File: src/rtl/multiword_digit_extractor_top_defines.svh
// Assertion macros used by the multiword digit extractor top level.
// No dependencies.
`ifndef MULTIWORD_DIGIT_EXTRACTOR_TOP_DEFINES_SVH
`define MULTIWORD_DIGIT_EXTRACTOR_TOP_DEFINES_SVH
// Property that must hold at every clock edge outside reset.
`define MDE_ASSERT(label, clk, rst, prop, msg) \
   label: assert property (@(posedge clk) disable iff (rst) (prop)) else $error(msg);
// Property that must hold at every clock edge, reset included.
`define MDE_ASSERT_ALWAYS(label, clk, prop, msg) \
   label: assert property (@(posedge clk) (prop)) else $error(msg);
`endif

File: src/rtl/mde_pkg.sv
// Package for the multiword digit extractor: widths, operation codes, defaults.
// No dependencies.
package mde_pkg;
   localparam int WORD_BITS_DEFAULT = 32;
   localparam int MAX_WORDS_DEFAULT = 34;
   localparam int OPND_BITS = 32;
   localparam int SHIFT_BITS = 11;
   localparam int PREC_BITS = 11;
   localparam logic [10:0] PREC_RESET = 11'd1088;

   typedef enum logic [2:0] {
      OP_CLEAR  = 3'd0,
      OP_INS_LO = 3'd1,
      OP_INS_HI = 3'd2,
      OP_DIV    = 3'd3,
      OP_MUL    = 3'd4
   } op_type;

   // Request from the sequencer to the divider.
   typedef struct packed {
      logic start;
   } div_ctl_type;
endpackage

File: src/rtl/mde_divider.sv
// Radix-2 restoring divider: a (32+WORD_BITS)-bit numerator by a 32-bit divisor.
// Uses mde_pkg. The remainder must be below the divisor; one quotient bit per cycle.
module mde_divider #(
   parameter int WORD_BITS = mde_pkg::WORD_BITS_DEFAULT
) (
   input  logic                 clock,
   input  logic                 reset,
   input  mde_pkg::div_ctl_type ctl,
   input  logic [31:0]          rem_in,
   input  logic [WORD_BITS-1:0] word_in,
   input  logic [31:0]          divisor,
   output logic                 done,
   output logic [WORD_BITS-1:0] quot,
   output logic [31:0]          rem_out
);
   localparam int CNT_BITS = $clog2(WORD_BITS + 1);

   logic [32:0]          rem_ff, rem_in_w;
   logic [WORD_BITS-1:0] q_ff, q_in;
   logic [CNT_BITS-1:0]  cnt_ff, cnt_in;
   logic                 busy_ff, busy_in;
   logic [33:0]          trial;

   always_comb begin
      rem_in_w = rem_ff;
      q_in     = q_ff;
      cnt_in   = cnt_ff;
      busy_in  = busy_ff;
      trial    = '0;
      if (ctl.start) begin
         rem_in_w = {1'b0, rem_in};
         q_in     = word_in;
         cnt_in   = CNT_BITS'(WORD_BITS);
         busy_in  = 1'b1;
      end else if (busy_ff) begin
         // Shift in the next numerator bit, then subtract when it fits.
         trial = {rem_ff, q_ff[WORD_BITS-1]};
         if (trial >= {2'b00, divisor}) begin
            trial = trial - {2'b00, divisor};
            q_in  = {q_ff[WORD_BITS-2:0], 1'b1};
         end else begin
            q_in  = {q_ff[WORD_BITS-2:0], 1'b0};
         end
         rem_in_w = trial[32:0];
         cnt_in   = cnt_ff - 1'b1;
         if (cnt_ff == CNT_BITS'(1)) busy_in = 1'b0;
      end
   end

   always_ff @(posedge clock) begin
      rem_ff <= rem_in_w;
      q_ff   <= q_in;
      if (reset) begin
         busy_ff <= 1'b0;
         cnt_ff  <= '0;
      end else begin
         busy_ff <= busy_in;
         cnt_ff  <= cnt_in;
      end
   end

   assign done    = busy_ff && (cnt_ff == CNT_BITS'(1));
   assign quot    = q_in;
   assign rem_out = rem_in_w[31:0];
endmodule

File: src/rtl/multiword_digit_extractor_top.sv
// Top level of the multiword digit extractor: sequencer, word memory, shared divider.
// Uses mde_pkg, mde_divider and the assertion macro header.
//
//  channel | ports     | direction | content
//  req     | req_t*    | in        | operation, operand, shift_amount
//  rsp     | rsp_t*    | out       | result, value_is_zero
//  csr     | csr_*     | in/out    | precision_bits at address 0
//
// Each item makes passes over the words in use: a clear or insert walks the words once
// (a read state, then a write state per word), then a scan pass rebuilds the zero flag. Multiply
// adds a multiply state per word for the one 32x32 multiplier; divide runs the radix-2
// divider on each word in turn. Reset clears the words in one pass
// over all MAX_WORDS words, during which no item is accepted. A stalled result holds in
// the output register; the next item is taken once the result is delivered.
`include "multiword_digit_extractor_top_defines.svh"
module multiword_digit_extractor_top #(
   parameter int WORD_BITS = mde_pkg::WORD_BITS_DEFAULT,
   parameter int MAX_WORDS = mde_pkg::MAX_WORDS_DEFAULT
) (
   input  logic        clock,
   input  logic        reset,
   input  logic        req_tvalid,
   output logic        req_tready,
   // tdata: operand [31:0], shift_amount [42:32], zero fill [47:43]
   input  logic [47:0] req_tdata,
   // tuser: operation [2:0]
   input  logic [2:0]  req_tuser,
   output logic        rsp_tvalid,
   input  logic        rsp_tready,
   // tdata: result [31:0], value_is_zero [32], zero fill [39:33]
   output logic [39:0] rsp_tdata,
   input  logic        csr_psel,
   input  logic        csr_penable,
   input  logic        csr_pwrite,
   input  logic [1:0]  csr_paddr,
   input  logic [31:0] csr_pwdata,
   output logic [31:0] csr_prdata,
   output logic        csr_pready
);
   localparam int IDX_BITS = $clog2(MAX_WORDS);
   localparam int CNT_BITS = $clog2(MAX_WORDS + 1);
   localparam int POS_BITS = 14;
   localparam logic [CNT_BITS-1:0] LAST_IDX = CNT_BITS'(MAX_WORDS - 1);

   typedef enum logic [3:0] {
      S_INIT, S_IDLE, S_RD, S_WR, S_MUL, S_DIV_GO, S_DIV_WAIT,
      S_SCAN_RD, S_SCAN, S_DONE
   } state_type;

   state_type                 state_ff;
   logic [WORD_BITS-1:0]      mem [MAX_WORDS];
   logic [WORD_BITS-1:0]      rd_ff;
   logic [CNT_BITS-1:0]       j_ff, n_ff;
   logic [10:0]               prec_ff;
   logic [2:0]                op_ff;
   logic [31:0]               opnd_ff, acc_ff;
   logic [POS_BITS-1:0]       top_ff;
   logic                      zero_ff, nz_ff;
   logic [63:0]               prod_ff;
   logic                      rsp_valid_ff;
   logic [31:0]               rsp_res_ff;
   logic                      rsp_zero_ff;
   logic                      div_done;
   logic [WORD_BITS-1:0]      div_q;
   logic [31:0]               div_r;
   mde_pkg::div_ctl_type      div_ctl;
   logic                      cfg_wr;
   logic [CNT_BITS-1:0]       n_calc;
   logic [WORD_BITS-1:0]      ins_part;
   logic signed [POS_BITS:0]  off;
   logic [63:0]               ins_wide;

   assign cfg_wr = csr_psel && csr_penable && csr_pwrite &&
                   (csr_paddr == 2'd0);
   assign csr_pready = 1'b1;
   assign csr_prdata = {21'd0, prec_ff};

   // Words in use: the precision rounded up to whole words, at least one and at
   // most MAX_WORDS, found by comparing against each word boundary.
   always_comb begin
      n_calc = CNT_BITS'(1);
      for (int k = 1; k < MAX_WORDS; k++) begin
         if ({21'd0, prec_ff} > 32'(k * WORD_BITS)) n_calc = CNT_BITS'(k + 1);
      end
   end

   // Part of the operand that lands in word j: bits [top-32, top) from the bottom.
   always_comb begin
      off      = (POS_BITS+1)'($signed({1'b0, top_ff}) - 32 -
                 $signed({1'b0, POS_BITS'((n_ff - 1'b1 - j_ff) * WORD_BITS)}));
      ins_wide = '0;
      if (off >= 0) begin
         if (off < WORD_BITS) ins_wide = {32'd0, opnd_ff} << off[5:0];
      end else if (off > -32) begin
         ins_wide = {32'd0, opnd_ff} >> (6'(-off));
      end
      ins_part = ins_wide[WORD_BITS-1:0];
   end

   assign div_ctl.start = (state_ff == S_DIV_GO);

   mde_divider #(.WORD_BITS(WORD_BITS)) u_div (
      .clock   (clock),
      .reset   (reset),
      .ctl     (div_ctl),
      .rem_in  (acc_ff),
      .word_in (rd_ff),
      .divisor (opnd_ff),
      .done    (div_done),
      .quot    (div_q),
      .rem_out (div_r)
   );

   always_ff @(posedge clock) begin
      if (reset) begin
         state_ff     <= S_INIT;
         j_ff         <= '0;
         prec_ff      <= mde_pkg::PREC_RESET;
         zero_ff      <= 1'b1;
         rsp_valid_ff <= 1'b0;
      end else begin
         if (rsp_valid_ff && rsp_tready) rsp_valid_ff <= 1'b0;
         if (cfg_wr) begin
            prec_ff  <= csr_pwdata[10:0];
            zero_ff  <= 1'b1;
            j_ff     <= '0;
            state_ff <= S_INIT;
         end else begin
            unique case (state_ff)
               S_INIT: begin
                  mem[j_ff[IDX_BITS-1:0]] <= '0;
                  j_ff <= j_ff + 1'b1;
                  if (j_ff == LAST_IDX) state_ff <= S_IDLE;
               end
               S_IDLE: begin
                  if (req_tvalid && !rsp_valid_ff) begin
                     op_ff   <= req_tuser;
                     opnd_ff <= req_tdata[31:0];
                     n_ff    <= n_calc;
                     acc_ff  <= '0;
                     if (req_tuser == mde_pkg::OP_INS_HI)
                        top_ff <= POS_BITS'(n_calc * WORD_BITS + 32) -
                                  POS_BITS'(req_tdata[42:32]);
                     else
                        top_ff <= POS_BITS'(req_tdata[42:32]);
                     if (req_tuser == mde_pkg::OP_MUL) j_ff <= n_calc - 1'b1;
                     else j_ff <= '0;
                     if (((req_tuser == mde_pkg::OP_DIV) && req_tdata[31:0] == 32'd0) ||
                         ((req_tuser == mde_pkg::OP_DIV ||
                           req_tuser == mde_pkg::OP_MUL) && zero_ff) ||
                         (req_tuser > mde_pkg::OP_MUL))
                        state_ff <= S_DONE;
                     else
                        state_ff <= S_RD;
                  end
               end
               S_RD: begin
                  rd_ff <= mem[j_ff[IDX_BITS-1:0]];
                  if (op_ff == mde_pkg::OP_MUL)      state_ff <= S_MUL;
                  else if (op_ff == mde_pkg::OP_DIV) state_ff <= S_DIV_GO;
                  else                               state_ff <= S_WR;
               end
               S_MUL: begin
                  prod_ff  <= 64'(opnd_ff) * 64'(rd_ff);
                  state_ff <= S_WR;
               end
               S_DIV_GO: state_ff <= S_DIV_WAIT;
               S_DIV_WAIT: begin
                  if (div_done) begin
                     mem[j_ff[IDX_BITS-1:0]] <= div_q;
                     acc_ff <= div_r;
                     if (j_ff == n_ff - 1'b1) begin
                        j_ff <= '0; nz_ff <= 1'b0; state_ff <= S_SCAN_RD;
                     end else begin
                        j_ff <= j_ff + 1'b1; state_ff <= S_RD;
                     end
                  end
               end
               S_WR: begin
                  if (op_ff == mde_pkg::OP_MUL) begin
                     mem[j_ff[IDX_BITS-1:0]] <= prod_ff[WORD_BITS-1:0] + acc_ff[WORD_BITS-1:0];
                     acc_ff <= 32'((prod_ff + 64'(acc_ff)) >> WORD_BITS);
                     if (j_ff == '0) begin
                        nz_ff <= 1'b0; state_ff <= S_SCAN_RD;
                     end else begin
                        j_ff <= j_ff - 1'b1; state_ff <= S_RD;
                     end
                  end else begin
                     if (op_ff == mde_pkg::OP_CLEAR) mem[j_ff[IDX_BITS-1:0]] <= '0;
                     else mem[j_ff[IDX_BITS-1:0]] <= rd_ff | ins_part;
                     if (j_ff == n_ff - 1'b1) begin
                        j_ff <= '0; nz_ff <= 1'b0; state_ff <= S_SCAN_RD;
                     end else begin
                        j_ff <= j_ff + 1'b1; state_ff <= S_RD;
                     end
                  end
               end
               S_SCAN_RD: begin
                  rd_ff    <= mem[j_ff[IDX_BITS-1:0]];
                  state_ff <= S_SCAN;
               end
               S_SCAN: begin
                  if (rd_ff != '0) nz_ff <= 1'b1;
                  if (j_ff == n_ff - 1'b1) begin
                     zero_ff  <= !(nz_ff || rd_ff != '0);
                     state_ff <= S_DONE;
                  end else begin
                     j_ff <= j_ff + 1'b1; state_ff <= S_SCAN_RD;
                  end
               end
               S_DONE: begin
                  rsp_valid_ff <= 1'b1;
                  rsp_res_ff   <= (op_ff == mde_pkg::OP_DIV || op_ff == mde_pkg::OP_MUL) ?
                                  acc_ff : 32'd0;
                  rsp_zero_ff  <= zero_ff;
                  state_ff     <= S_IDLE;
               end
               default: state_ff <= S_IDLE;
            endcase
         end
      end
   end

   assign req_tready = (state_ff == S_IDLE) && !rsp_valid_ff && !cfg_wr;
   assign rsp_tvalid = rsp_valid_ff;
   assign rsp_tdata  = {7'd0, rsp_zero_ff, rsp_res_ff};

   `MDE_ASSERT(a_ready_idle, clock, reset, req_tready |-> state_ff == S_IDLE, "ready outside idle")
   `MDE_ASSERT(a_one_item, clock, reset, (req_tvalid && req_tready) |=> !req_tready, "second item taken")
   `MDE_ASSERT(a_rsp_hold, clock, reset, (rsp_tvalid && !rsp_tready) |=> rsp_tvalid, "result dropped")
endmodule
File: config.mk
export PLATFORM = sky130hd
export DESIGN_NAME = multiword_digit_extractor_top
export DESIGN_NICKNAME = d
export VERILOG_FILES = /design/src/rtl/mde_pkg.sv /design/src/rtl/mde_divider.sv /design/src/rtl/multiword_digit_extractor_top.sv
export VERILOG_INCLUDE_DIRS = /design/src /design/src/rtl
export SDC_FILE = /design/constraint.sdc
export NUM_CORES = 2
export LEC_CHECK = 0
export ABC_AREA = 1
export BUFFER_PORTS_ARGS = -buffer_cell sky130_fd_sc_hd__clkbuf_2
export CAP_MARGIN = 40
export CORE_MARGIN = 3
export CORE_UTILIZATION = 36
export CTS_BUF_LIST = sky130_fd_sc_hd__clkbuf_4 sky130_fd_sc_hd__clkbuf_8 sky130_fd_sc_hd__clkbuf_16
export DETAILED_ROUTE_END_ITERATION = 7
export GPL_ROUTABILITY_DRIVEN = 1
export GPL_TIMING_DRIVEN = 0
export PLACE_DENSITY_LB_ADDON = 0.08
export SETUP_SLACK_MARGIN = 0.2
export SYNTH_ARGS = -nofsm -noshare
export SYNTH_HDL_FRONTEND = slang
export SYNTH_SLANG_ARGS = --single-unit
File: constraint.sdc
create_clock -name clock -period 17.1 [get_ports clock]
set_input_delay 5.13 -clock clock [delete_from_list [all_inputs] [get_ports clock]]
set_output_delay 5.13 -clock clock [all_outputs]
set_load 0.1 [all_outputs]
== After elaboration in Yosys (flattened, before gate mapping) ==
Memory sizes are Yosys's and may differ from the RTL's. A register that Yosys moved wholly into a read port is not among the register bits.
Index checks and enable logic that the tools add are counted.

* RAM bits: 1088
* Logic and storage cells: 260
* Memories kept: 1
* Input bits: 92
* Register bits: 279

* Bitwise logic cells: 7
* Multiply operators: 1
* Shift-type cells: 2
* Order comparisons: 38
* $add $sub $neg: 15
* Mux-type cells: 110
* Equality and inequality tests: 25
* Reductions and logical operators: 40

{| class="wikitable"
|+ Memory list
! name !! words !! width !! read ports !! clocked after memory_dff !! write ports !! line !! source
|-
| mem || 34 || 32 || 1 || 1 || 1 || multiword_digit_extractor_top.sv:51 || <nowiki>logic [WORD_BITS-1:0] mem [MAX_WORDS];</nowiki>
|}

{| class="wikitable"
|+ Operators with widths
! cell !! number
|-
| 32-bit two-way mux || 14
|-
| 6-bit two-way mux || 40
|-
| 11-bit by 10-bit greater-than comparator with 1-bit output, second input constant || 16
|-
| 32-bit case mux with 3 select lines || 1
|-
| 11-bit by 9-bit greater-than comparator with 1-bit output, second input constant || 8
|-
| 64-bit by 32-bit adder with 64-bit output || 1
|-
| 32-bit by 32-bit multiplier with 64-bit output || 1
|-
| 11-bit by 8-bit greater-than comparator with 1-bit output, second input constant || 4
|-
| 1-bit two-way mux || 38
|-
| 4-bit case mux with 9 select lines || 1
|-
| 34-bit by 32-bit >= comparator with 1-bit output || 1
|-
| 33-bit two-way mux || 1
|-
| 33-bit by 32-bit subtractor with 33-bit output || 1
|-
| 32-bit adder || 1
|-
| 32-bit zero test || 1
|-
| 32-bit OR || 1
|-
| 32-bit nonzero test || 1
|-
| 32-bit by 6-bit left shift with 32-bit output || 1
|-
| 32-bit by 6-bit >> shifter with 32-bit output || 1
|-
| 6-bit case mux with 5 select lines || 1
|-
| 4-bit two-way mux || 6
|-
| 6-bit by 1-bit subtractor with 6-bit output, second input constant || 4
|-
| 11-bit greater-than comparator, second input constant || 2
|-
| 11-bit by 7-bit greater-than comparator with 1-bit output, second input constant || 2
|-
| 46 further kinds || 90
|}

== Logic depth before layout (Yosys ltp) ==
* Depth in word-level cells: 38
* Mapped depth: 52
* Mapped depth without buffers: 51

== Modules after synthesis ==
A second synthesis with hierarchy kept.

* Cells, all modules: 9861
* Area, all modules: 96527.6 µm²

{| class="wikitable"
|+ By module, submodules not included
! module !! cells each !! area an instance (µm²) !! instances
|-
| multiword_digit_extractor_top || 8780 || 90300.4 || 1
|-
| mde_divider || 1081 || 6227.2 || 1
|}

== Worst setup path before layout ==
Ideal clock, no wire load.

* Path kind: input -> output
* Start: in csr_pwrite
* End: out req_tready
* Arrival: 7.581 ns
* Setup slack: 4.389 ns
* Stages: 4
* Cells stage by stage: nor3b_1 and3_1 clkbuf_1 nor3_1

* Word-level cells in the longest chain between the ends: 4

{| class="wikitable"
|+ Ends and longest elaborated chain
! item !! line !! source
|-
| start: declaration || multiword_digit_extractor_top.sv:34 || <nowiki>input logic csr_pwrite,</nowiki>
|-
| 1-bit logical AND (2 in a row) || multiword_digit_extractor_top.sv:73 || <nowiki>assign cfg_wr = csr_psel && csr_penable && csr_pwrite &&</nowiki>
|-
| 1-bit zero test || multiword_digit_extractor_top.sv:224 || <nowiki>assign req_tready = (state_ff == S_IDLE) && !rsp_valid_ff && !cfg_wr;</nowiki>
|-
| 1-bit logical AND || multiword_digit_extractor_top.sv:224 ||
|-
| end: declaration || multiword_digit_extractor_top.sv:23 || <nowiki>output logic req_tready,</nowiki>
|}

No other way between the ends.

== Worst setup path after layout ==
Same ends and word-level chain as after synthesis.

==> impl_metrics.csv <==
group,metric,value,unit
logic_synthesis,synth_top_area_share,41.3,%
final_layout,nFillCells,25500,
sta,period_minus_slack,11.46,ns
final_layout,area_growth,17.2,%
cts,cts_max_level,4,
grt,grt_overflow,0,
sta,finalCritPeriodShare,67.0,%
sta,drv_slew,0,
cts,cts.sinks,1399,
cts,cts_made_buffers,166,
die,dieWidth,519,um
grt,grt_pass1_vias,73100,
detailed_routing,drtIter0Drc,7836,
logic_synthesis,synth-edff-count,1304,
die,core-area,261000,um2
cts,clock-root-buffer,"clkbuf_16",
grt,grt_start_max_net_pins,35,
die,die_y,519,um
die,start_util,36.4,%
logic_synthesis,syn_area_per_cell,10.1,um2
grt,grt_usage,30.9,%
logic_synthesis,ys_warn_count,0,
logic_synthesis,synth_commonest_cells,"nand2_1, inv_1, edfxtp_1",
worst_setup_path,crit_type,"input pin to output port",
cts,clock_path_buffers,4,
min_path,min_path_type,"flip-flop to flip-flop",
worst_setup_path,path_max_fanout,9,
detailed_routing,drt_wl_total,423000,um
cts,cts_tree,"yes",
cts,cts-hold-fix-buffers,0,
worst_setup_path,end_kind,"output port",
logic_synthesis,ys_ff_latch,1399,
sta,hold_viol,0,
sta,tightest_slew,0.989,ns
logic_synthesis,synth_top_cells_by_area,"edfxtp_1, fa_1, nand2_1",
placed_design,gp_congestion,0.982,
logic_synthesis,postSynth.asyncResetShare,0,%
sta,rsz0062_at_grt,"false",
grt,grt_pass1_wl,582000,um
worst_setup_path,arrival,6.33,ns
sta,setup_viol,0,
logic_synthesis,synth_cell_type_count,76,
detailed_routing,route.detailed.drc,0,
detailed_routing,vias,74000,
sta,max_freq,87.3,MHz
placed_design,port_buffers,111,
die,pin_count,167,
detailed_routing,dr.pass1.iters,6,
flow_run,maxCapViolCount,0,
logic_synthesis,ys.flop_type,"edfxtp_1",
detailed_routing,viasPerCell,5.42,
worst_setup_path,required,11.97,ns
die,rows,187,
worst_setup_path,critPathLaunchType,"input pin",
logic_synthesis,postSynthCellCount,9364,
sta,setup_tns,0,ns
status,status,"finished, final reports clean",
sta,clock_skew,0.103,ns
grt,antenna_found_initial,19,
detailed_routing,drt.antenna.violating_nets,0,
logic_synthesis,yosysMostFrequentCell,"nand2_1",
final_layout,nNetsFinal,11400,
cts,insertion_delay,0.87,ns
final_layout,layout-drive-gt1-share,9.50,%
logic_synthesis,synth_largest_area_cell,"edfxtp_1",
logic_synthesis,netlist_area,94800,um2
placed_design,hpwl,345000,um
cts,ctsResizeCount,0,
die,die-area,269000,um2
cts,clk_pin_slew,0.06,ns
detailed_routing,wire_per_inst,31.0,um
logic_synthesis,ys_seq_area_share,43.3,%
cts,postCtsSetupRepairBufs,0,
sta,max-slew-margin-rel,34.0,%
## kinds of logic (layout without fill, tap and decap cells)
logic type      after synthesis  count (layout)  share of synthesized area (%)
buf+inv                    2218            2989                           8.95
simple gates               2921            2921                           12.6
flops                      1399            1399                           43.3
fa+ha+maj                  1279            1279                           24.0
other cells                   2              34                        0.00792
compound gates             1377            1377                           9.56
xor+xnor                    149             149                           1.40
mux                          19              19                          0.201
## cells in the final DEF, fill, tap and decap left out, types with 42 or more instances in the layout
master        n
a21oi_1     293
a221oi_1    116
a22o_1       98
a22oi_1     160
a31oi_1      48
buf_12       46
buf_4        58
buf_6       130
buf_8       135
clkbuf_1    448
clkbuf_16   169
clkbuf_2    126
clkbuf_4     46
clkinv_1     42
dfxtp_1      95
edfxtp_1   1304
fa_1        900
ha_1        379
inv_1      1669
nand2_1    2111
nand3_1     119
nand4_1     172
nor2_1      341
o21ai_0     346
o22ai_1      51
xnor2_1      51
xor2_1       97
## stage by stage
stage          setup WS (ns)  hold slack (ns)  util (%)  instances  area, um2
2_1_floorplan           4.39            0.408         -       9391      94900
3_3_place_gp            2.66            0.462      38.3      13000      99800
3_5_place_dp            5.65            0.484      40.6      13400     106000
4_1_cts                 5.64            0.493      42.6      13700     111000
5_1_grt                 5.56            0.512      42.6      13700     111000
6_report                5.64            0.495      42.6      13700     111000
## worst max-delay path, stage by stage
cell and delay (ns):
clkbuf_2 0.07, nor3b_1 0.12, and3_1 0.13, clkbuf_1 0.20, nor3_1 0.18, clkbuf_2 0.49
## worst paths after layout
kind              startpoint  slack (ns)  cells after the start         endpoint
min          u_div.cnt_ff[1]        0.50                      2  u_div.cnt_ff[1]
max reg2reg         rd_ff[8]        7.38                     33      prod_ff[59]
min reg2reg  u_div.cnt_ff[1]        0.50                      2  u_div.cnt_ff[1]
max               csr_pwrite        5.64                      6       req_tready
## sequential cells by signal, summed over array words and instances, names as in the netlist
register / cells
zero_ff: 1
u_div.cnt_ff: 6
prod_ff: 64
opnd_ff: 32
rsp_zero_ff: 1
rsp_res_ff: 32
rd_ff: 32
prec_ff: 11
op_ff: 3
mem: 1088
j_ff: 6
n_ff: 6
u_div.q_ff: 32
state_ff: 4
u_div.busy_ff: 1
rsp_tvalid: 1
u_div.rem_ff: 33
acc_ff: 32
top_ff: 13
nz_ff: 1
## layer usage
layer	wire length [um]	global-route usage, %	vias up
li1	-	-	32000
met1	173000	41.0	38100
met2	195000	49.7	3156
met4	25500	15.3	6
met3	28900	4.17	724
met5	38	0	-
## cell type report
class / instances / area, um2 / area share (%)
diodes: 5 / 12.5 / 0.0113
plain buffers: 523 / 2130 / 1.92
clock buffers: 223 / 4680 / 4.22
clock inverters: 68 / 578 / 0.521
inverters: 1695 / 6370 / 5.74
multi-input cells: 5774 / 45800 / 41.2
flip-flops and latches: 1399 / 41100 / 37.0
well taps: 3496 / 4370 / 3.94
repair buffers: 480 / 6050 / 5.45
Power is left out: the tool's default activity adds up to more than one toggle a clock period on the data nets, which glitch-free logic cannot reach.
